===== config.mk =====
export PLATFORM = sky130hd
export DESIGN_NAME = dcem_core
export DESIGN_NICKNAME = d
export VERILOG_FILES = /design/src/sv/dcem_pkg.sv /design/src/sv/dcem_core.sv
export SDC_FILE = /design/constraint.sdc
export NUM_CORES = 1
export LEC_CHECK = 0
export BUFFER_PORTS_ARGS = -buffer_cell sky130_fd_sc_hd__clkbuf_2
export CAP_MARGIN = 5
export CORE_MARGIN = 8
export CORE_UTILIZATION = 50
export DETAILED_ROUTE_END_ITERATION = 7
export PLACE_DENSITY_LB_ADDON = 0.12
export SLEW_MARGIN = 20
export SYNTH_ARGS = -nofsm -noshare
export SYNTH_HDL_FRONTEND = slang
export SYNTH_SLANG_ARGS = --single-unit

===== constraint.sdc =====
create_clock -name clk -period 22.3 [get_ports clk]
set_input_delay 4.46 -clock clk [delete_from_list [all_inputs] [get_ports clk]]
set_output_delay 4.46 -clock clk [all_outputs]
set_load 0.005 [all_outputs]

===== src/sv/dcem_pkg.sv =====
`timescale 1ns / 1ps
// dcem_pkg: shared types, register codes and divider constants for the
// debounced cliff and encoder monitor. No dependencies.
package dcem_pkg;

  localparam int unsigned SENSOR_W = 8;
  localparam int unsigned TARGET_W = 16;
  localparam int unsigned CNT_W    = 16;
  localparam int unsigned MAG_W    = TARGET_W + 1;

  // Millimetres per encoder edge, valid range 1..256.
  localparam int unsigned MM_PER_EDGE = 4;

  // Exact divide of a MAG_W-bit magnitude by reciprocal multiply:
  // q = (mag * ceil(2^(MAG_W+l) / d)) >> (MAG_W+l), l = ceil(log2 d).
  localparam int unsigned DIV_SHIFT = MAG_W + $clog2(MM_PER_EDGE);
  localparam int unsigned RECIP_W   = MAG_W + 1;
  localparam int unsigned PROD_W    = MAG_W + RECIP_W;
  localparam longint unsigned DIV_RECIP =
      ((64'd1 << DIV_SHIFT) + MM_PER_EDGE - 1) / MM_PER_EDGE;

  localparam int unsigned APB_AW = 4;
  localparam int unsigned APB_DW = 32;

  typedef enum logic {
    OP_TICK   = 1'b0,
    OP_TARGET = 1'b1
  } opcode_t;

  typedef enum logic [1:0] {
    REG_CLIFF_EN    = 2'd0,
    REG_CLIFF_MASK  = 2'd1,
    REG_LEFT_MASK   = 2'd2,
    REG_RIGHT_MASK  = 2'd3
  } cfg_reg_t;

  typedef struct packed {
    logic                cliff_enable;
    logic [SENSOR_W-1:0] cliff_bit_mask;
    logic [SENSOR_W-1:0] left_encoder_mask;
    logic [SENSOR_W-1:0] right_encoder_mask;
  } cfg_t;

  typedef struct packed {
    opcode_t             opcode;
    logic [SENSOR_W-1:0] raw_bits;
    logic                motors_idle;
    logic [TARGET_W-1:0] target_mm;
  } item_t;

  typedef struct packed {
    logic [SENSOR_W-1:0] stable_bits;
    logic                cliff_stop;
    logic                distance_done;
  } res_t;

endpackage


===== src/sv/dcem_core.sv =====
`timescale 1ns / 1ps
// dcem_core: debounce, cliff check, target load and edge countdown state.
// Depends on dcem_pkg.
module dcem_core import dcem_pkg::*; (
  input  logic  clk,
  input  logic  rst,
  input  logic  fire,
  input  item_t item,
  input  cfg_t  cfg,
  output res_t  res
);

  logic [SENSOR_W-1:0] previous_raw, stable_value, encoder_previous;
  logic [CNT_W-1:0]    pending_edges, left_edges_left, right_edges_left;

  logic [SENSOR_W-1:0] previous_raw_next, stable_value_next, encoder_previous_next;
  logic [CNT_W-1:0]    pending_edges_next, left_edges_left_next, right_edges_left_next;

  logic [SENSOR_W-1:0] disagree, edge_bits;
  logic                is_tick, running, cliff, load, active, done;
  logic [CNT_W-1:0]    left_base, right_base;
  logic [SENSOR_W-1:0] enc_base;
  logic [MAG_W-1:0]    tgt_ext, magnitude;
  logic [PROD_W-1:0]   product;
  logic [CNT_W-1:0]    quotient;

  // |target| / MM_PER_EDGE via reciprocal multiply
  assign tgt_ext   = {item.target_mm[TARGET_W-1], item.target_mm};
  assign magnitude = item.target_mm[TARGET_W-1] ? (~tgt_ext + MAG_W'(1)) : tgt_ext;
  assign product   = PROD_W'(magnitude) * PROD_W'(RECIP_W'(DIV_RECIP));
  assign quotient  = CNT_W'(product >> DIV_SHIFT);

  assign is_tick  = (item.opcode == OP_TICK);
  assign disagree = previous_raw ^ item.raw_bits;
  assign stable_value_next = is_tick ?
      ((stable_value & disagree) | (item.raw_bits & ~disagree)) : stable_value;
  assign previous_raw_next = is_tick ? item.raw_bits : previous_raw;

  assign running = is_tick && !item.motors_idle;
  assign cliff   = running && cfg.cliff_enable && |(stable_value_next & cfg.cliff_bit_mask);
  assign load    = running && !cliff && (pending_edges != '0);

  assign left_base  = load ? pending_edges : left_edges_left;
  assign right_base = load ? pending_edges : right_edges_left;
  assign enc_base   = load ? stable_value_next : encoder_previous;
  assign active     = running && !cliff && ((left_base != '0) || (right_base != '0));
  assign edge_bits  = stable_value_next ^ enc_base;

  always_comb begin
    left_edges_left_next  = left_edges_left;
    right_edges_left_next = right_edges_left;
    if (cliff) begin
      left_edges_left_next  = '0;
      right_edges_left_next = '0;
    end else if (active) begin
      left_edges_left_next  = left_base;
      right_edges_left_next = right_base;
      if (|(edge_bits & cfg.left_encoder_mask) && (left_base != '0))
        left_edges_left_next = left_base - CNT_W'(1);
      if (|(edge_bits & cfg.right_encoder_mask) && (right_base != '0))
        right_edges_left_next = right_base - CNT_W'(1);
    end
  end

  assign encoder_previous_next = active ? stable_value_next : encoder_previous;
  assign done = active && (left_edges_left_next == '0) && (right_edges_left_next == '0);

  always_comb begin
    priority if (!is_tick)    pending_edges_next = quotient;
    else if (cliff || load)   pending_edges_next = '0;
    else                      pending_edges_next = pending_edges;
  end

  assign res.stable_bits   = stable_value_next;
  assign res.cliff_stop    = cliff;
  assign res.distance_done = done;

  always_ff @(posedge clk) begin
    if (rst) begin
      previous_raw     <= '0;
      stable_value     <= '0;
      encoder_previous <= '0;
      pending_edges    <= '0;
      left_edges_left  <= '0;
      right_edges_left <= '0;
    end else if (fire) begin
      previous_raw     <= previous_raw_next;
      stable_value     <= stable_value_next;
      encoder_previous <= encoder_previous_next;
      pending_edges    <= pending_edges_next;
      left_edges_left  <= left_edges_left_next;
      right_edges_left <= right_edges_left_next;
    end
  end

  a_cliff_clears: assert property (@(posedge clk) disable iff (rst)
      fire && res.cliff_stop |=>
      (left_edges_left == '0) && (right_edges_left == '0) && (pending_edges == '0))
    else $error("cliff stop left counts behind");

  a_done_zero: assert property (@(posedge clk) disable iff (rst)
      fire && res.distance_done |=> (left_edges_left == '0) && (right_edges_left == '0))
    else $error("distance done with edges remaining");

  a_target_keeps: assert property (@(posedge clk) disable iff (rst)
      fire && (item.opcode == OP_TARGET) |=>
      $stable(stable_value) && $stable(left_edges_left) && $stable(right_edges_left))
    else $error("set target disturbed tick state");

  a_hold: assert property (@(posedge clk) disable iff (rst)
      !fire |=> $stable(pending_edges) && $stable(left_edges_left) && $stable(stable_value))
    else $error("state moved without a word");

  a_excl: assert property (@(posedge clk) disable iff (rst)
      fire |-> !(res.cliff_stop && res.distance_done))
    else $error("cliff stop and distance done together");

endmodule


After elaboration in Yosys (flattened, before gate mapping)
Index checks and enable logic that the tools add are counted.
Widths: inputs -> output; s select.
{ "totals": {"elab_cells": 59, "regBits": 72} }
{ "op_classes": {"n_mux": 13, "reduce_logical": 26, "bitwise": 11, "n_addsub": 3} }
{ "ops": {"columns": ["operator", "n"], "rows": [
  ["$mux 16", 10],
  ["$reduce_bool 16->1", 3],
  ["$and 8x8->8", 5],
  ["$logic_not 16->1", 2],
  ["$sub 16x1->16 const B", 2],
  ["$reduce_or 8->1", 3],
  ["$add 17x1->17 const B", 1],
  ["$mux 17", 1],
  ["$not 17->17", 1],
  ["$mux 8", 2],
  ["$xor 8x8->8", 2],
  ["$logic_and 1x1->1", 10],
  ["$not 8->8", 1],
  ["$or 8x8->8", 1],
  ["$reduce_and 2->1", 3],
  ["$logic_not 1->1", 2],
  ["$logic_or 1x1->1", 2],
  ["$reduce_bool 2->1", 1],
  ["$not 1->1", 1]
]} }

Depth between registers and ports, before layout
Gate-level depths: netlist of the first run.
{ "logic_depth": {"word_depth": 22, "mapped_depth": 25, "depth_no_buf": 18} }

Least setup slack after synthesis of the first run
OpenSTA, ideal clock, no wires.
{ "synth_timing": {"path_kind": "input -> output", "from": "in item[25] (netlist name)", "to": "out res[0] (netlist name)", "required_ps": 17840, "arrival_time_ps": 8863, "setup_slack_ps": 8977, "stages": 22, "cell_sequence": "buf_6 -> o21a_1 -> a22o_1 -> nor3_1 -> and4_4 -> buf_6 -> o22a_1 -> buf_6 -> buf_2 -> mux2i_1 -> ha_1 -> nand3_1 -> and3b_1 -> a31oi_1 -> o21ai_1 -> nor2_1 -> nand3_1 -> o311ai_1 -> or4_1 -> or4_1 -> nor3b_2 -> buf_4"} }
{ "synth_via": {"elab_chain_cells": 18} }
{ "synth_rtl": {"columns": ["item", "line", "source"], "rows": [
  ["start, declared", "dcem_core.sv:8", "input item_t item,"],
  ["parallel branches: the longest is 17 deep, another holds $sub 16x1->16", null, null],
  ["$logic_and 1x1->1 *", "dcem_core.sv:66", "assign done = active && (left_edges_left_next == '0) && (right_edges_left_next == '0);"],
  ["end, declared", "dcem_core.sv:10", "output res_t res"]
]} }
Mark *: on every way between the ends.

==> impl_metrics.env, run 1 <==
export IMPL_period_needed_ns=14.69
export IMPL_slew_violations=0
export IMPL_synth_compound_area_frac=0.262
export IMPL_end_kind="output port"
export IMPL_total_via_count_in_the_routed_design=5201
export IMPL_timing_worst_slew_pin_value_ns=1.11
export IMPL_groute_usage_overall=0.253
export IMPL_design_final_nets=756
export IMPL_clock_root_buffer="clkbuf_8"
export IMPL_power_per_cell_area_mw_per_mm2=59.5
export IMPL_detail_route_vias_per_cell=6.21
export IMPL_yosys_area_share_xor_xnor=0.0462
export IMPL_critPathMaxStageDelay_ns=0.68
export IMPL_most_area_hungry_cell_type_in_the_yosys_netlist="dfxtp_1"
export IMPL_growth_of_design_area_from_synthesis_to_finish_pct=11.4
export IMPL_post_synth_most_frequent_cells="85 x nor2_1, 81 x nand2_1, 71 x dfxtp_1"
export IMPL_final_weighted_congestion_in_routability_driven_placement=0.946
export IMPL_mux_share_of_post_synthesis_cell_area=0.0630
export IMPL_leading_cell_type_by_number_of_instances_after_synthesis="nor2_1"
export IMPL_crit_arrival_ns=10.23
export IMPL_syn_instance_count=652
export IMPL_grt_remaining_overflow=0
export IMPL_synth_top_cells_by_area="dfxtp_1 29%, nor2_1 6.5%, mux2i_1 6.3%"
export IMPL_detail_route_drc_violations=0
export IMPL_ctsLongestPathBuffers=2
export IMPL_core_area_mm2=0.00968
export IMPL_tritoncts="yes"
export IMPL_numPortBuffers=63
export IMPL_mappedNetlistNets=709
export IMPL_yosys_cell_types_count=72
export IMPL_post_route_cells_drive_above_1_share=0.152
export IMPL_insertedDiodeCount=0
export IMPL_clock_latency_ns=0.37
export IMPL_die_area_mm2=0.0133
export IMPL_dominantRegCellSynth="dfxtp_1"
export IMPL_dp_final_hpwl_um=12200
export IMPL_cts_htree_levels=3
export IMPL_seqCellArea_mm2=0.00142
export IMPL_vdd_drop_max_v=0.0000318
export IMPL_synth_enable_flop_cells=0
export IMPL_clock_sinks=71
export IMPL_crit_path_max_fanout=34
export IMPL_grt_first_pass_wirelength_um=26200
export IMPL_io_pin_count=64
export IMPL_fillers=950
export IMPL_finalHoldWorstSlack_ns=0.479
export IMPL_grt_max_degree=70
export IMPL_synth_seq_area_share=0.289
export IMPL_rsz0062_at_grt="false"
export IMPL_outcome="complete, no violations"
export IMPL_timing_clock_skew_ns=0.00965
export IMPL_number_of_global_route_vias_before_repair=5008
export IMPL_synth_top_area_share=0.289
export IMPL_timing_hold_violations_final=0
export IMPL_final_setup_viol_count=0
export IMPL_fp_dieH_um=115
export IMPL_synthesized_area_per_cell_um2=7.55
export IMPL_async_flop_share=0
export IMPL_leakagePower_uw=0.00222
export IMPL_multi_input_area_mm2=0.00329
export IMPL_synth_seq_cells=71
export IMPL_cts_resized=0
export IMPL_cpMaxStageDelayCell="o311ai_0"
export IMPL_postCtsSetupRepairBufs=0
export IMPL_maxClockFrequency_ghz=0.0681
export IMPL_cells_along_the_critical_path="clkbuf_2, o21a_1, a22o_1, nor3_1, and4_4, o22a_1, buf_4, mux2i_1, ha_1, and3_1, and3_1, a31oi_1, a21oi_1, or3_1, o311ai_0, nand3_1, or4_1, nor3b_2, clkbuf_2"
export IMPL_yosys_area_share_adder=0.00762
export IMPL_drv_max_cap_violation_count=0
export IMPL_total_negative_setup_slacks_ns=0
export IMPL_initial_utilization=0.509
export IMPL_antenna_found_initial=0
export IMPL_hold_buffers=0
export IMPL_synthesis_yosys_warnings=0
export IMPL_slew_headroom=0.258
export IMPL_die_width_um=115
export IMPL_wp_buf_inv=3
export IMPL_postRouteAntennaNets=0
export IMPL_required_ns=17.84
export IMPL_hold_class="reg -> reg"
export IMPL_critPathKind="in -> out"
export IMPL_post_synthesis_instance_area_mm2=0.00492
export IMPL_worst_setup_hold_path_clk_slew_ns=0.08
export IMPL_synth_simple_gate_area_share=0.288
export IMPL_tritoncts_num_buffers=9
export IMPL_wire_per_inst_um=19.3
export IMPL_row_count=36
export IMPL_drt_initial_drc_count=485
export IMPL_dr_pass1_iters=5
export IMPL_critPathTopFamily="simple AND/OR/NAND/NOR gates"
export IMPL_main_combinational_cell_family_by_area_after_synthesis="simple AND/OR/NAND/NOR gates"
export IMPL_totalWireLength_um=16200
export IMPL_critical_path_startpoint_type="input pin"
export IMPL_final_min_period_over_clock_period=0.659
where the power goes:
| group | internal [uW] | switching (uW) |
|---|---|---|
| clock network | 51.3 | 51.9 |
| registers | 131 | 5.72 |
| logic | 30.8 | 55.2 |
worst paths after layout:
kind                                     startpoint                  end  slack [ns]  depth (start not counted)
worst max-delay path                       item[25]               res[0]        7.61                         19
worst max register to register      stable_value[1]  right_edges_left[2]       16.85                         16
worst min register to register  encoder_previous[1]  encoder_previous[1]        0.48                          2
worst min-delay path            encoder_previous[1]  encoder_previous[1]        0.48                          2
cell families after synthesis:
family	after synthesis
AO/OA/AOI/OAI	183
adder cells (fa/ha/maj)	3
AND/OR/NAND/NOR	291
XOR/XNOR	26
multiplexers	31
flip-flops	71
buffers and inverters	47
through the flow:
step | instance area (um^2) | cells | power, uW | setup WS, ns | util
floorplan | 4920 | 652 | 197 | 8.98 | -
global placement | 5300 | 821 | 223 | 7.83 | 0.547
detailed placement | 5300 | 821 | 223 | 7.78 | 0.547
CTS | 5480 | 837 | 326 | 7.74 | 0.566
global route | 5480 | 837 | 342 | 7.33 | 0.566
finish | 5480 | 837 | 326 | 7.61 | 0.566
registers in the layout (all words and copies together) (netlist names):
| name | flops |
|---|---|
| previous_raw | 8 |
| pending_edges | 15 |
| right_edges_left | 16 |
| stable_value | 8 |
| left_edges_left | 16 |
| encoder_previous | 8 |
cells in the final DEF (no fill, tap or decap), types with 8 or more instances in the layout:
cell,Yosys,layout
nor4_1,11,11
clkbuf_2,0,63
xnor2_1,16,16
nor2b_1,8,8
inv_1,10,10
mux2i_1,31,31
nor2_1,85,85
buf_4,2,8
o211ai_1,14,14
nor3_1,13,13
dfxtp_1,71,71
a31oi_1,9,9
clkbuf_8,0,9
nand3_1,19,19
o21ai_0,28,28
a21oi_1,51,51
xor2_1,10,10
a22oi_1,11,11
or4_1,9,9
nand2b_1,14,14
nand2_1,81,81
o21a_1,8,8
area by class of cell:
cell class | instances | area share
multi-input cells | 534 | 0.599
clock buffers | 10 | 0.0233
clock inverters | 6 | 0.0112
inverters | 12 | 0.00821
well taps | 133 | 0.0303
repair buffers | 71 | 0.0684
flip-flops and latches | 71 | 0.259
routing by layer:
layer,vias up,share of wire,routed length (um),GRT usage
li1,2474,-,-,-
met1,2436,0.45,7310,0.347
met2,253,0.44,7100,0.381
met3,38,0.085,1370,0.0520
met4,0,0.023,379,0.0919
met5,-,0,0,0
tightest hold or removal path, stage by stage (launching register included):
cell	delay, ns
dfxtp_1	0.33
nand2_1	0.06
a21oi_1	0.05
(Power assumes the default switching activity.)
==> run 2: changes to the inputs <==
==> constraint.sdc (replaced) <==
create_clock -name clk -period 15.26 [get_ports clk]
set_input_delay 3.052 -clock clk [delete_from_list [all_inputs] [get_ports clk]]
set_output_delay 3.052 -clock clk [all_outputs]
set_load 0.005 [all_outputs]
==> impl_metrics.env, run 2 (synthesis gave the netlist of run 1 again) <==
export IMPL_outcome="complete, no violations"
export IMPL_rsz0062_at_grt="false"
export IMPL_tritoncts_num_buffers=9
export IMPL_drt_initial_drc_count=622
export IMPL_critPathKind="in -> out"
export IMPL_post_route_cells_drive_above_1_share=0.153
export IMPL_grt_first_pass_wirelength_um=25900
export IMPL_drv_max_cap_violation_count=0
export IMPL_row_count=36
export IMPL_leakagePower_uw=0.00225
export IMPL_total_via_count_in_the_routed_design=5236
export IMPL_cts_htree_levels=3
export IMPL_core_area_mm2=0.00968
export IMPL_antenna_found_initial=1
export IMPL_maxClockFrequency_ghz=0.0842
export IMPL_final_min_period_over_clock_period=0.779
export IMPL_period_needed_ns=11.88
export IMPL_dr_pass1_iters=5
export IMPL_detail_route_drc_violations=0
export IMPL_end_kind="output port"
export IMPL_worst_setup_hold_path_clk_slew_ns=0.09
export IMPL_timing_worst_slew_pin_value_ns=1.12
export IMPL_grt_max_degree=70
export IMPL_critical_path_startpoint_type="input pin"
export IMPL_timing_clock_skew_ns=0.0148
export IMPL_number_of_global_route_vias_before_repair=5022
export IMPL_initial_utilization=0.509
export IMPL_postCtsSetupRepairBufs=0
export IMPL_wire_per_inst_um=19.5
export IMPL_timing_hold_violations_final=0
export IMPL_numPortBuffers=63
export IMPL_ctsLongestPathBuffers=2
export IMPL_power_per_cell_area_mw_per_mm2=93.7
export IMPL_detail_route_vias_per_cell=6.25
export IMPL_final_setup_viol_count=0
export IMPL_finalHoldWorstSlack_ns=0.481
export IMPL_tritoncts="yes"
export IMPL_hold_buffers=0
export IMPL_required_ns=12.21
export IMPL_highest_count_cells_in_the_layout_ignoring_fill_and_taps="85 x nor2_1, 81 x nand2_1, 71 x dfxtp_1"
export IMPL_final_core_util=0.573
export IMPL_cts_resized=0
export IMPL_hold_class="reg -> reg"
export IMPL_crit_path_max_fanout=34
export IMPL_growth_of_design_area_from_synthesis_to_finish_pct=12.7
export IMPL_grt_remaining_overflow=0
export IMPL_top_regs="left_edges_left: 16 flops, right_edges_left: 16 flops, pending_edges: 15 flops"
export IMPL_clock_latency_ns=0.37
export IMPL_fp_dieH_um=115
export IMPL_total_negative_setup_slacks_ns=0
export IMPL_report_power_total_uw=520
export IMPL_final_common_cell="nor2_1"
export IMPL_final_weighted_congestion_in_routability_driven_placement=0.935
export IMPL_clock_root_buffer="clkbuf_8"
export IMPL_groute_usage_overall=0.251
export IMPL_dp_final_hpwl_um=12300
export IMPL_crit_arrival_ns=8.83
export IMPL_die_width_um=115
export IMPL_vdd_drop_max_v=0.0000418
export IMPL_slew_headroom=0.256
export IMPL_io_pin_count=64
export IMPL_totalWireLength_um=16300
export IMPL_slew_violations=0
export IMPL_design_final_nets=756
export IMPL_postRouteAntennaNets=0
export IMPL_die_area_mm2=0.0133
export IMPL_clock_sinks=71
## run 2: cell types whose count changed in the layout (fill, tap and decap cells not counted), sizes merged
| cell | before | now |
|---|---|---|
| bufinv | 1 | 3 |
| clkinv | 5 | 3 |
| clkinvlp | 1 | 0 |
| diode | 0 | 1 |
| inv | 11 | 12 |
## run 2: through the flow
stage                     setup slack (ns)  cell area (um^2)  std cells
after detailed placement              3.57              5300        821
after floorplan                       4.75              4920        652
after CTS                             3.53              5550        837
after global routing                  3.04              5550        838
final                                 3.38              5550        838
after global placement                3.51              5300        821
## run 2: routing by layer
layer	GRT usage	part of all wire
met5	0.00391	0
met3	0.0609	0.086
met1	0.328	0.44
met4	0.121	0.025
met2	0.377	0.44
## run 2: worst paths after layout
path                                             to                 from  slack (ns)  cells past startpoint
worst max-delay path                         res[0]             item[25]        3.38                     19
worst max register to register  right_edges_left[2]      stable_value[1]        9.82                     16
worst min register to register  encoder_previous[1]  encoder_previous[1]        0.48                      2
worst min-delay path            encoder_previous[1]  encoder_previous[1]        0.48                      2
## run 2: critical path, stage by stage
cell      delay, ns
clkbuf_2       0.40
o21a_1         0.35
a22o_1         0.25
nor3_1         0.27
and4_4         0.30
o22a_1         0.28
buf_4          0.34
mux2i_1        0.17
ha_1           0.25
nand3_1        0.09
and3b_1        0.24
a31oi_1        0.27
a21oi_1        0.38
or3_1          0.44
o311ai_0       0.70
nand3_1        0.21
or4_1          0.52
nor3b_2        0.17
clkbuf_2       0.13
## run 2: cell type report
cell class	instances	area, um^2
sequential	71	1420
timing repair buffer	71	375
clock buffer	10	138
antenna	1	2.50
multi-input combinational	534	3290
clock inverter	6	116
tap	133	166
fill	945	4130
inverter	12	45.0
## run 2: where the power goes
part / switching, uW / internal (uW)
registers: 8.62 / 192
logic: 81.0 / 45.1
clock network: 79.7 / 114
total: 169 / 351
