## config.mk

```make
export PLATFORM = sky130hd
export DESIGN_NAME = dcem_cfg
export DESIGN_NICKNAME = d
export VERILOG_FILES = /design/src/sv/dcem_pkg.sv /design/src/sv/dcem_cfg.sv
export SDC_FILE = /design/constraint.sdc
export NUM_CORES = 1
export LEC_CHECK = 0
export BUFFER_PORTS_ARGS = -buffer_cell sky130_fd_sc_hd__buf_2
export CAP_MARGIN = 20
export CORE_MARGIN = 3
export CORE_UTILIZATION = 40
export CTS_CLUSTER_DIAMETER = 120
export CTS_CLUSTER_SIZE = 28
export DETAILED_ROUTE_END_ITERATION = 7
export PLACE_DENSITY = 0.78
export SLEW_MARGIN = 20
export SYNTH_ARGS = -nofsm -noshare
export SYNTH_HDL_FRONTEND = slang
export SYNTH_SLANG_ARGS = --single-unit
```

## constraint.sdc

```tcl
create_clock -name clk -period 2.8 [get_ports clk]
set_input_delay 0.56 -clock clk [delete_from_list [all_inputs] [get_ports clk]]
set_output_delay 0.56 -clock clk [all_outputs]
set_load 0.005 [all_outputs]
```

## src/sv/dcem_pkg.sv

```systemverilog
`timescale 1ns / 1ps
// dcem_pkg: shared types, register codes and divider constants for the
// debounced cliff and encoder monitor. No dependencies.
package dcem_pkg;

  localparam int unsigned SENSOR_W = 8;
  localparam int unsigned TARGET_W = 16;
  localparam int unsigned CNT_W    = 16;
  localparam int unsigned MAG_W    = TARGET_W + 1;

  // Millimetres per encoder edge, valid range 1..256.
  localparam int unsigned MM_PER_EDGE = 4;

  // Exact divide of a MAG_W-bit magnitude by reciprocal multiply:
  // q = (mag * ceil(2^(MAG_W+l) / d)) >> (MAG_W+l), l = ceil(log2 d).
  localparam int unsigned DIV_SHIFT = MAG_W + $clog2(MM_PER_EDGE);
  localparam int unsigned RECIP_W   = MAG_W + 1;
  localparam int unsigned PROD_W    = MAG_W + RECIP_W;
  localparam longint unsigned DIV_RECIP =
      ((64'd1 << DIV_SHIFT) + MM_PER_EDGE - 1) / MM_PER_EDGE;

  localparam int unsigned APB_AW = 4;
  localparam int unsigned APB_DW = 32;

  typedef enum logic {
    OP_TICK   = 1'b0,
    OP_TARGET = 1'b1
  } opcode_t;

  typedef enum logic [1:0] {
    REG_CLIFF_EN    = 2'd0,
    REG_CLIFF_MASK  = 2'd1,
    REG_LEFT_MASK   = 2'd2,
    REG_RIGHT_MASK  = 2'd3
  } cfg_reg_t;

  typedef struct packed {
    logic                cliff_enable;
    logic [SENSOR_W-1:0] cliff_bit_mask;
    logic [SENSOR_W-1:0] left_encoder_mask;
    logic [SENSOR_W-1:0] right_encoder_mask;
  } cfg_t;

  typedef struct packed {
    opcode_t             opcode;
    logic [SENSOR_W-1:0] raw_bits;
    logic                motors_idle;
    logic [TARGET_W-1:0] target_mm;
  } item_t;

  typedef struct packed {
    logic [SENSOR_W-1:0] stable_bits;
    logic                cliff_stop;
    logic                distance_done;
  } res_t;

endpackage

```

## src/sv/dcem_cfg.sv

```systemverilog
`timescale 1ns / 1ps
// dcem_cfg: APB register file for the cliff enable and the three bit masks.
// Depends on dcem_pkg.
module dcem_cfg import dcem_pkg::*; (
  input  logic              clk,
  input  logic              rst,
  input  logic              psel,
  input  logic              penable,
  input  logic              pwrite,
  input  logic [APB_AW-1:0] paddr,
  input  logic [APB_DW-1:0] pwdata,
  output logic [APB_DW-1:0] prdata,
  output logic              pready,
  output cfg_t              cfg
);

  cfg_reg_t reg_sel;
  logic     wr_en;

  assign pready  = 1'b1;
  assign reg_sel = cfg_reg_t'(paddr[3:2]);
  assign wr_en   = psel && penable && pwrite && pready;

  always_ff @(posedge clk) begin
    if (rst) begin
      cfg.cliff_enable       <= 1'b1;
      cfg.cliff_bit_mask     <= SENSOR_W'(1);
      cfg.left_encoder_mask  <= SENSOR_W'(2);
      cfg.right_encoder_mask <= SENSOR_W'(4);
    end else if (wr_en) begin
      unique case (reg_sel)
        REG_CLIFF_EN:   cfg.cliff_enable       <= pwdata[0];
        REG_CLIFF_MASK: cfg.cliff_bit_mask     <= pwdata[SENSOR_W-1:0];
        REG_LEFT_MASK:  cfg.left_encoder_mask  <= pwdata[SENSOR_W-1:0];
        REG_RIGHT_MASK: cfg.right_encoder_mask <= pwdata[SENSOR_W-1:0];
        default: ;
      endcase
    end
  end

  always_comb begin
    unique case (reg_sel)
      REG_CLIFF_EN:   prdata = APB_DW'(cfg.cliff_enable);
      REG_CLIFF_MASK: prdata = APB_DW'(cfg.cliff_bit_mask);
      REG_LEFT_MASK:  prdata = APB_DW'(cfg.left_encoder_mask);
      REG_RIGHT_MASK: prdata = APB_DW'(cfg.right_encoder_mask);
      default:        prdata = '0;
    endcase
  end

endmodule

```

== Yosys cells after proc, flatten, opt, wreduce, memory -nomap -nowiden ==
Index checks and enable logic that the tools add are counted.

* Bits in registers: 25
* Input bits: 41

* Muxes and demuxes: 1
* Eq/ne operators: 3
* Reductions and logical operators: 7

{| class="wikitable"
|+ Operators with widths
! cell !! number
|-
| $pmux W32 S4 || 1
|-
| $reduce_and A2 Y1 || 4
|-
| $eq A2 B2 Y1 const B || 2
|-
| $eq A2 B1 Y1 const B || 1
|-
| $logic_and A1 B1 Y1 || 2
|-
| $logic_not A2 Y1 || 1
|}

== Longest topological paths before layout ==
Gate-level depths: netlist of run 1.

* Word-level depth: 3
* Depth in mapped cells: 5
* Mapped depth without buffers: 3

== Least setup slack after synthesis of run 1 ==
Ideal clock, no wire load.

* Path kind: input to output
* From: in paddr[2]
* To: out prdata[1]
* Stages on the path: 3
* Buffers on the path: 1
* Arrival time: 1257 ps
* Required time: 2240 ps
* Slack: 983 ps
* Cell sequence: buf_2 -> mux2_2 -> a22o_1

* Cells in the longest elaborated chain, start to end: 2
* Elaborated cells on any way between the ends: 5
* Those cells by class: eq/ne (3); mux (1); reduce/logical (1)

{| class="wikitable"
|+ RTL lines
! element !! RTL line !! RTL
|-
| start: declaration || dcem_cfg.sv:10 || <nowiki>input logic [APB_AW-1:0] paddr,</nowiki>
|-
| $eq A2 B2 Y1 (tied with other cells) || dcem_cfg.sv:42 || <nowiki>unique case (reg_sel)</nowiki>
|-
| $pmux W32 S4 * || dcem_cfg.sv:42 ||
|-
| end: declaration || dcem_cfg.sv:12 || <nowiki>output logic [APB_DW-1:0] prdata,</nowiki>
|}

Mark *: on every way between the ends. The rest lies on a longest branch, timed or not. The select of a mux whose other input is x is not followed.

== Worst setup path in the final report of run 1 ==
* From: in paddr[2]
* To: out prdata[6]

The elaborated chain is that of the path after synthesis.

==> results of run 1 <==
==> layout make-up <==
type / count / share of cell area, %
clock buffer: 4 / 1.637
multi-input combinational: 109 / 48.48
sequential: 25 / 31.18
tap: 46 / 3.585
timing repair buffer: 48 / 15.12
==> stage by stage <==
step | cell area (um2) | cells
2_1_floorplan | 1525 | 169
4_1_cts | 1605 | 232
3_5_place_dp | 1579 | 228
5_1_grt | 1605 | 232
3_3_place_gp | 1579 | 228
6_report | 1605 | 232
==> worst max-delay path, delay by kind of cell <==
family          cells  cell delay (ns)
buf+inv             3             0.62
simple gates        1             0.32
compound gates      1             0.15
==> synth_stat cells, drive strengths merged <==
master | n | area share, %
clkbuf | 3 | 0.78
nand2b | 29 | 13
a31oi | 1 | 0.44
nor2b | 1 | 0.44
nand3b | 1 | 0.78
dfxtp | 25 | 35
and3 | 2 | 1.2
mux2 | 7 | 5.5
nand2 | 1 | 0.78
nand3 | 1 | 0.35
a22o | 7 | 4.3
nor2 | 7 | 1.8
and3b | 1 | 0.61
mux2i | 24 | 17
conb | 2 | 0.52
mux4 | 1 | 1.6
buf | 32 | 16
a211oi | 1 | 0.52
==> cell families after synthesis <==
family	count (synthesis)	synth area share, %
buf+inv	35	17.13
flops	25	34.78
compound gates	9	5.218
simple gates	43	18.61
other cells	2	0.5219
mux	32	23.74
==> per-layer routing <==
layer	track usage [%]	vias up	wire length (um)	share of wire (%)
met3	3.741	2	185	6.3
met1	17.87	458	1311	45
li1	-	519	-	-
met4	2.284	0	13	0.44
met5	0	-	0	0
met2	22.65	35	1421	48
==> final timing paths <==
| check | start | to | slack (ns) | cells after the start |
|---|---|---|---|---|
| setup / recovery | paddr[2] | prdata[6] | 0.59 | 5 |
| hold / removal | cfg[7]$_SDFFE_PP0P_ | cfg[7]$_SDFFE_PP0P_ | 0.50 | 2 |
| setup reg to reg | cfg[24]$_SDFFE_PP1P_ | cfg[24]$_SDFFE_PP1P_ | 2.07 | 2 |
| hold reg to reg | cfg[7]$_SDFFE_PP0P_ | cfg[7]$_SDFFE_PP0P_ | 0.50 | 2 |
==> report_power, final <==
group | switching, mW | internal, mW
Sequential | 0.00338 | 0.360
Clock | 0.0970 | 0.0555
Combinational | 0.0425 | 0.0343
==> cell usage in the layout (no fill, tap or decap), types with 3 or more instances in the layout <==
cell	synthesis	routed
a22o_1	7	7
buf_2	5	47
clkbuf_4	0	3
conb_1	2	25
dfxtp_1	25	25
mux2_2	7	7
mux2i_1	24	24
nand2b_1	29	29
nor2_1	7	7
==> metrics.cfg, run 1 <==
[outcome]
status = completed

[power]
power.density_mw_per_mm2 = 369.4
power_mw = 0.5930
p_leak_nw = 0.8524
ir_drop_mv = 0.2969

[clock_tree]
h-tree-depth = 1
cts.clk_slew.worst_paths_ns = 0.12
cts_buffer_depth = 2
cts_setup_buffers = 0
cts_tree = yes
worst_skew_pair.late_latency_ns = 0.30
ctsHoldBuffers = 0
cts_buffers = 3
clock-root-buffer = clkbuf_4
cts_num_sinks = 25
cts_resized = 0

[worst_setup_path]
path_max_fanout = 14
crit_chain = buf_2, nor2b_1, buf_4, a22o_1, buf_2
crit_type = in2out
end_kind = output port
arrival_ns = 1.65
crit_path_frequent_cell = buf_2
cp.required_ns = 2.24
critPathSlowestCell = nor2b_1
critPathMaxStageDelay_ns = 0.32
cp-start-kind = primary input

[floorplan]
core.rowCount = 21
die_x_um = 65.98
die_area_mm2 = 0.004353
core_mm2 = 0.003390
top_level_ports = 99
die_h_um = 65.98
initial_core_util_pct = 42.45

[yosys]
syn_inst = 146
ys_seq_area_share_pct = 34.78
netlist_area_mm2 = 0.001439
syn_area_per_cell_um2 = 9.855
synth-warning-count = 0
synth.distinct_cells = 21
ys_ff_latch = 25

[route]
ant_nets = 0
vias = 1014
drc = 0
routedWlPerCell_um = 12.63
viasPerCell = 4.371
dr.pass1.iters = 4
wirelength_mm = 2.931
drtIter0Drc = 38

[placement]
hpwlAfterDp_mm = 2.138
io_buffer_count = 47
place_ws_ns = 0.5880
gp_congestion = 0.7031

[sta]
fin_crit_ns = 2.208
slew_violations = 0
holdWs_ns = 0.4972
finalSetupViolCount = 0
min_period_over_period_pct = 78.85
hold_violations = 0
clock.fmax_mhz = 452.9
rsz0062_at_grt = no
setup_tns_ns = 0
fin_ws_ns = 0.5922
finClkSkew_ns = 0

[final_layout]
multi_input_area_um2 = 778.2
regArea_um2 = 500.5
reg_top3 = cfg: 25 flops
antenna_cells = 0
nets = 228
final_util_pct = 47.36
syn2layout_area_growth_pct = 11.57
nFillCells = 356
largest_reg_flops = 25
top_register = cfg
drive_gt1_share_pct = 33.33

[grt]
grt_pass1_vias = 933
antenna_found_initial = 0
grtUsageTotal_pct = 13.63
globalRoute.totalOverflow = 0
grt_pass1_wl_mm = 4.540
grt_max_degree = 37

[flow_run]
drv_cap = 0

[worst_hold_path]
hold_class = reg2reg

Note: power is estimated with default switching activity, not from simulation.
==> run 2, diff against run 1 <==
==> constraint.sdc (replaced) <==
create_clock -name clk -period 2.2 [get_ports clk]
set_input_delay 0.44 -clock clk [delete_from_list [all_inputs] [get_ports clk]]
set_output_delay 0.44 -clock clk [all_outputs]
set_load 0.005 [all_outputs]
==> metrics.cfg, run 2 (same netlist as run 1, synthesis figures left out) <==
[sta]
setup_tns_ns = 0  ; unchanged
rsz0062_at_grt = no  ; unchanged
hold_violations = 0  ; unchanged
fin_ws_ns = 0.3524  ; was 0.5922 ns
fin_crit_ns = 1.848
finalSetupViolCount = 0  ; unchanged
min_period_over_period_pct = 83.98
slew_violations = 0  ; unchanged
clock.fmax_mhz = 541.2
finClkSkew_ns = 0  ; unchanged
holdWs_ns = 0.4084  ; was 0.4972 ns

[worst_setup_path]
path_max_fanout = 14  ; unchanged
end_kind = output port  ; unchanged
crit_type = in2out  ; unchanged
critical_path.top_delay_family = buffers and inverters  ; unchanged
arrival_ns = 1.41  ; was 1.65 ns
cp-start-kind = primary input  ; unchanged
crit_path_frequent_cell = buf_2  ; unchanged
crit_chain = buf_2, nor2b_1, buf_4, a22o_1, buf_2  ; unchanged
critPathMaxStageDelay_ns = 0.27  ; was 0.32 ns
worst-path-buf-inv = 3  ; unchanged
cp.required_ns = 1.76  ; was 2.24 ns
critPathSlowestCell = buf_2  ; was nor2b_1

[final_layout]
nets = 230  ; was 228
top_register = cfg  ; unchanged
largest_reg_flops = 25  ; unchanged
reg_top3 = cfg: 25 flops  ; unchanged
layout_common_cells = buf_2, nand2b_1, conb_1, dfxtp_1, mux2i_1  ; unchanged
antenna_cells = 0  ; unchanged
syn2layout_area_growth_pct = 12.70  ; was 11.57%
final_util_pct = 47.84  ; was 47.36%
drive_gt1_share_pct = 34.57  ; was 33.33%
layout_commonest_cell = buf_2  ; unchanged

[floorplan]
die_area_mm2 = 0.004353  ; unchanged
initial_core_util_pct = 42.45  ; unchanged
die_x_um = 65.98  ; unchanged
top_level_ports = 99  ; unchanged
core.rowCount = 21  ; unchanged
core_mm2 = 0.003390  ; unchanged
die_h_um = 65.98  ; unchanged

[route]
drtIter0Drc = 35  ; was 38
vias = 1037  ; was 1,014
drc = 0  ; unchanged
viasPerCell = 4.432  ; was 4.371
routedWlPerCell_um = 12.35  ; was 12.63 um
ant_nets = 0  ; unchanged
wirelength_mm = 2.889  ; was 2.931 mm
dr.pass1.iters = 4  ; unchanged

[power]
swShare_pct = 24.76  ; was 24.09%
seqPwrFrac_pct = 60.8  ; was 61.3%
cell_internal_pwr_mw = 0.5726  ; was 0.4502 mW
clkPwrFrac_pct = 26.0  ; was 25.7%
power.density_mw_per_mm2 = 469.3  ; was 369.4 mW/mm2
ir_drop_mv = 0.3483  ; was 0.2969 mV
p_leak_nw = 0.8651  ; was 0.8524 nW
p_comb_share_pct = 13.2  ; was 13.0%
total_switching_power_mw = 0.1884  ; was 0.1429 mW

[grt]
grt_max_degree = 37  ; unchanged
grt_pass1_vias = 881  ; was 933
grtUsageTotal_pct = 13.10  ; was 13.63%
antenna_found_initial = 0  ; unchanged
globalRoute.totalOverflow = 0  ; unchanged
grt_pass1_wl_mm = 4.326  ; was 4.540 mm

[placement]
hpwlAfterDp_mm = 2.163  ; was 2.138 mm
io_buffer_count = 47  ; unchanged
place_ws_ns = 0.3485  ; was 0.5880 ns
gp_congestion = 0.7073  ; was 0.7031

[flow_run]
drv_cap = 0  ; unchanged

[clock_tree]
cts_buffers = 3  ; unchanged
cts.clk_slew.worst_paths_ns = 0.13  ; was 0.12 ns
worst_skew_pair.late_latency_ns = 0.31  ; was 0.30 ns
ctsHoldBuffers = 0  ; unchanged
cts_resized = 0  ; unchanged
cts_tree = yes  ; unchanged
clock-root-buffer = clkbuf_4  ; unchanged
h-tree-depth = 1  ; unchanged
cts_num_sinks = 25  ; unchanged
cts_buffer_depth = 2  ; unchanged
cts_setup_buffers = 0  ; unchanged

[outcome]
status = completed  ; unchanged

[worst_hold_path]
hold_class = in2reg  ; was reg2reg

## run 2: cell count changes in the layout (fill, tap and decap cells not counted)
cell      delta
buf_4        +2
clkbuf_1     -1
clkinv_2     +1
## run 2: worst paths after layout
path	start	end	slack (ns)	depth (start not counted)
max reg2reg	cfg[24]$_SDFFE_PP1P_	cfg[24]$_SDFFE_PP1P_	1.47	2
min	pwdata[0]	cfg[16]$_SDFFE_PP1P_	0.41	3
max	paddr[2]	prdata[7]	0.35	5
min reg2reg	cfg[19]$_SDFFE_PP0P_	cfg[19]$_SDFFE_PP0P_	0.50	2
## run 2: layout make-up
cell class | instances | area [um2]
Sequential cell | 25 | 500.5
Tap cell | 46 | 57.56
Clock buffer | 3 | 22.52
Timing Repair Buffer | 50 | 257.7
Multi-Input combinational cell | 109 | 778.2
Clock inverter | 1 | 5.005
Fill cell | 353 | 1768
## run 2: power by group through the flow
stage                     registers [mW]  logic (mW)  clock network, mW
after floorplan                    0.473      0.0988                  0
after global placement             0.473      0.0999                  0
after detailed placement           0.473       0.101                  0
after CTS                          0.463       0.101              0.214
after global routing               0.464       0.113              0.235
final                              0.463       0.101              0.198
## run 2: worst reg2reg max path, delay by kind of cell, from the launching register on
family	cells	cell delay, ns
flops	1	0.35
compound gates	2	0.27
## run 2: routing by layer
layer / vias up / track usage (%) / wire length [um]
met5: - / 0 / 0
met3: 2 / 4.422 / 203
met2: 36 / 22.03 / 1407
met1: 479 / 16.72 / 1262
met4: 0 / 1.523 / 15
li1: 520 / - / -
## run 2: through the flow
step           std cells  cell area [um2]  power, mW
2_1_floorplan        169             1525     0.5718
3_3_place_gp         230             1594     0.5727
3_5_place_dp         230             1594     0.5736
4_1_cts              234             1622     0.7775
5_1_grt              234             1622     0.8120
6_report             234             1622     0.7610
==> run 3, diff against run 2 <==
--- a/config.mk
+++ b/config.mk
@@ -8,11 +8,11 @@
 export BUFFER_PORTS_ARGS = -buffer_cell sky130_fd_sc_hd__buf_2
 export CAP_MARGIN = 20
 export CORE_MARGIN = 3
-export CORE_UTILIZATION = 40
+export CORE_UTILIZATION = 37
 export CTS_CLUSTER_DIAMETER = 120
 export CTS_CLUSTER_SIZE = 28
 export DETAILED_ROUTE_END_ITERATION = 7
-export PLACE_DENSITY = 0.78
+export PLACE_DENSITY = 0.76
 export SLEW_MARGIN = 20
 export SYNTH_ARGS = -nofsm -noshare
 export SYNTH_HDL_FRONTEND = slang
==> constraint.sdc (replaced) <==
create_clock -name clk -period 1.5 [get_ports clk]
set_input_delay 0.3 -clock clk [delete_from_list [all_inputs] [get_ports clk]]
set_output_delay 0.3 -clock clk [all_outputs]
set_load 0.005 [all_outputs]
==> metrics.cfg, run 3 (same netlist as run 1, synthesis figures left out) <==
[final_layout]
syn2layout_area_growth_pct = 16.26  ; was 12.70%
top_register = cfg  ; unchanged
reg_top3 = cfg: 25 flops  ; unchanged
drive_gt1_share_pct = 38.95  ; was 34.57%
layout_common_cells = buf_2, nand2b_1, conb_1  ; was buf_2, nand2b_1, conb_1, dfxtp_1, mux2i_1
nets = 232  ; was 230
fin_area_mm2 = 0.001673  ; was 0.001622 mm2
largest_reg_flops = 25  ; unchanged
layout_commonest_cell = buf_2  ; unchanged
nFillCells = 392  ; was 353
antenna_cells = 0  ; unchanged

[power]
power_mw = 1.214  ; was 0.7610 mW
p_leak_nw = 0.8866  ; was 0.8651 nW
ir_drop_mv = 0.6756  ; was 0.3483 mV
p_comb_share_pct = 12.5  ; was 13.2%
total_switching_power_mw = 0.2808  ; was 0.1884 mW
power.density_mw_per_mm2 = 725.6  ; was 469.3 mW/mm2
seqPwrFrac_pct = 55.9  ; was 60.8%
swShare_pct = 23.14  ; was 24.76%
cell_internal_pwr_mw = 0.9330  ; was 0.5726 mW
clkPwrFrac_pct = 31.6  ; was 26.0%

[worst_hold_path]
min_path_cells = 3  ; unchanged
hp-start = pwdata[2]  ; was pwdata[0]
min_to = cfg[2]$_SDFFE_PP1P_  ; was cfg[16]$_SDFFE_PP1P_
hold_class = in2reg  ; unchanged

[worst_setup_path]
r2r_end = cfg[24]$_SDFFE_PP1P_  ; unchanged
reg2regPathDepth = 2  ; unchanged
crit_type = reg2out  ; was in2out
critPathSlowestCell = mux4_2  ; was buf_2
critical_path.top_delay_family = multiplexers  ; was buffers and inverters
worst-path-buf-inv = 1  ; was 3
arrival_ns = 1.18  ; was 1.41 ns
crit_chain = mux4_2, buf_2  ; was buf_2, nor2b_1, buf_4, a22o_1, buf_2
r2r-start = cfg[24]$_SDFFE_PP1P_  ; unchanged
cp-start-kind = flop  ; was primary input
path_max_fanout = 3  ; was 14
end_kind = output port  ; unchanged
ff2ff_setup_slack_ns = 0.76  ; was 1.47 ns
cp.required_ns = 1.20  ; was 1.76 ns
critPathMaxStageDelay_ns = 0.45  ; was 0.27 ns

[clock_tree]
clock-root-buffer = clkbuf_8  ; was clkbuf_4
cts_buffers = 3  ; unchanged
h-tree-depth = 1  ; unchanged
cts.clk_slew.worst_paths_ns = 0.08  ; was 0.13 ns
cts_tree = yes  ; unchanged
cts_num_sinks = 25  ; unchanged
worst_skew_pair.late_latency_ns = 0.26  ; was 0.31 ns
cts_buffer_depth = 2  ; unchanged

[floorplan]
initial_core_util_pct = 38.72  ; was 42.45%
core_mm2 = 0.003716  ; was 0.003390 mm2
die_h_um = 68.36  ; was 65.98 um
die_x_um = 68.36  ; was 65.98 um
die_area_mm2 = 0.004673  ; was 0.004353 mm2
top_level_ports = 99  ; unchanged
core.rowCount = 22  ; was 21

[placement]
place_area_mm2 = 0.001604  ; was 0.001594 mm2
hpwlAfterDp_mm = 2.166  ; was 2.163 mm
io_buffer_count = 47  ; unchanged
gp_congestion = 0.7675  ; was 0.7073

[sta]
fin_crit_ns = 1.476
hold_violations = 0  ; unchanged
clock.fmax_mhz = 677.4
finalSetupViolCount = 0  ; unchanged
holdWs_ns = 0.3082  ; was 0.4084 ns
min_period_over_period_pct = 98.42
slew_violations = 0  ; unchanged
rsz0062_at_grt = yes  ; was no
finClkSkew_ns = 0  ; unchanged

[grt]
globalRoute.totalOverflow = 0  ; unchanged
grtUsageTotal_pct = 13.14  ; was 13.10%
grt_pass1_wl_mm = 4.547  ; was 4.326 mm
grt_pass1_vias = 961  ; was 881
antenna_found_initial = 0  ; unchanged
grt_max_degree = 37  ; unchanged

[route]
routedWlPerCell_um = 12.36  ; was 12.35 um
drtIter0Drc = 29  ; was 35
dr.pass1.iters = 3  ; was 4
viasPerCell = 4.445  ; was 4.432
vias = 1058  ; was 1,037
drc = 0  ; unchanged
wirelength_mm = 2.942  ; was 2.889 mm
ant_nets = 0  ; unchanged

[flow_run]
drv_cap = 0  ; unchanged

[outcome]
status = completed  ; unchanged

## run 3: worst min-delay path, delay by kind of cell
family | cells | cell delay, ns
simple gates | 1 | 0.04
buf+inv | 1 | 0.08
mux | 1 | 0.11
## run 3: through the flow
step | setup slack (ns) | TNS, ns | instances | util (%)
floorplan | 0.2026 | 0 | 169 | -
global placement | -0.02118 | -0.09002 | 233 | 43.17
detailed placement | -0.01445 | -0.06023 | 233 | 43.17
CTS | 0.002148 | 0 | 237 | 44.44
global route | -0.02348 | -0.02666 | 238 | 45.02
finish | 0.02373 | 0 | 238 | 45.02
## run 3: cell type report
class	instances	area (um2)	area share (%)
Clock buffer	4	45.04	2.693
Tap cell	48	60.06	3.590
Sequential cell	25	510.5	30.52
Multi-Input combinational cell	109	782.0	46.75
Timing Repair Buffer	52	275.3	16.45
## run 3: layer usage
metal,track usage (%),part of all wire (%)
met5,0,0
met4,2.978,0.51
met3,3.448,5.9
met2,22.74,50
met1,16.20,44
## run 3: repair_timing
action	4_1_cts	5_1_grt
buffers inserted	0	1
hold buffers	0	0
setup endpoints to repair	7	5
resized for setup	1	9
## run 3: power groups by stage
stage	sequential (mW)	combinational [mW]	clock [mW]
after detailed placement	0.693	0.150	0
after global routing	0.680	0.173	0.432
after floorplan	0.694	0.145	0
after CTS	0.678	0.151	0.407
after global placement	0.693	0.149	0
final	0.678	0.152	0.384
## run 3: how the worst max path moves through the flow
stage | start | end | slack, ns | cells past startpoint
finish | cfg[0]$_SDFFE_PP0P_ | prdata[0] | 0.02 | 2
global route | cfg[0]$_SDFFE_PP0P_ | prdata[0] | -0.02 | 2
CTS | cfg[0]$_SDFFE_PP0P_ | prdata[0] | 0.002 | 2
detailed placement | paddr[2] | prdata[4] | -0.01 | 4
global placement | paddr[2] | prdata[3] | -0.02 | 4
floorplan | paddr[2] | prdata[1] | 0.20 | 3
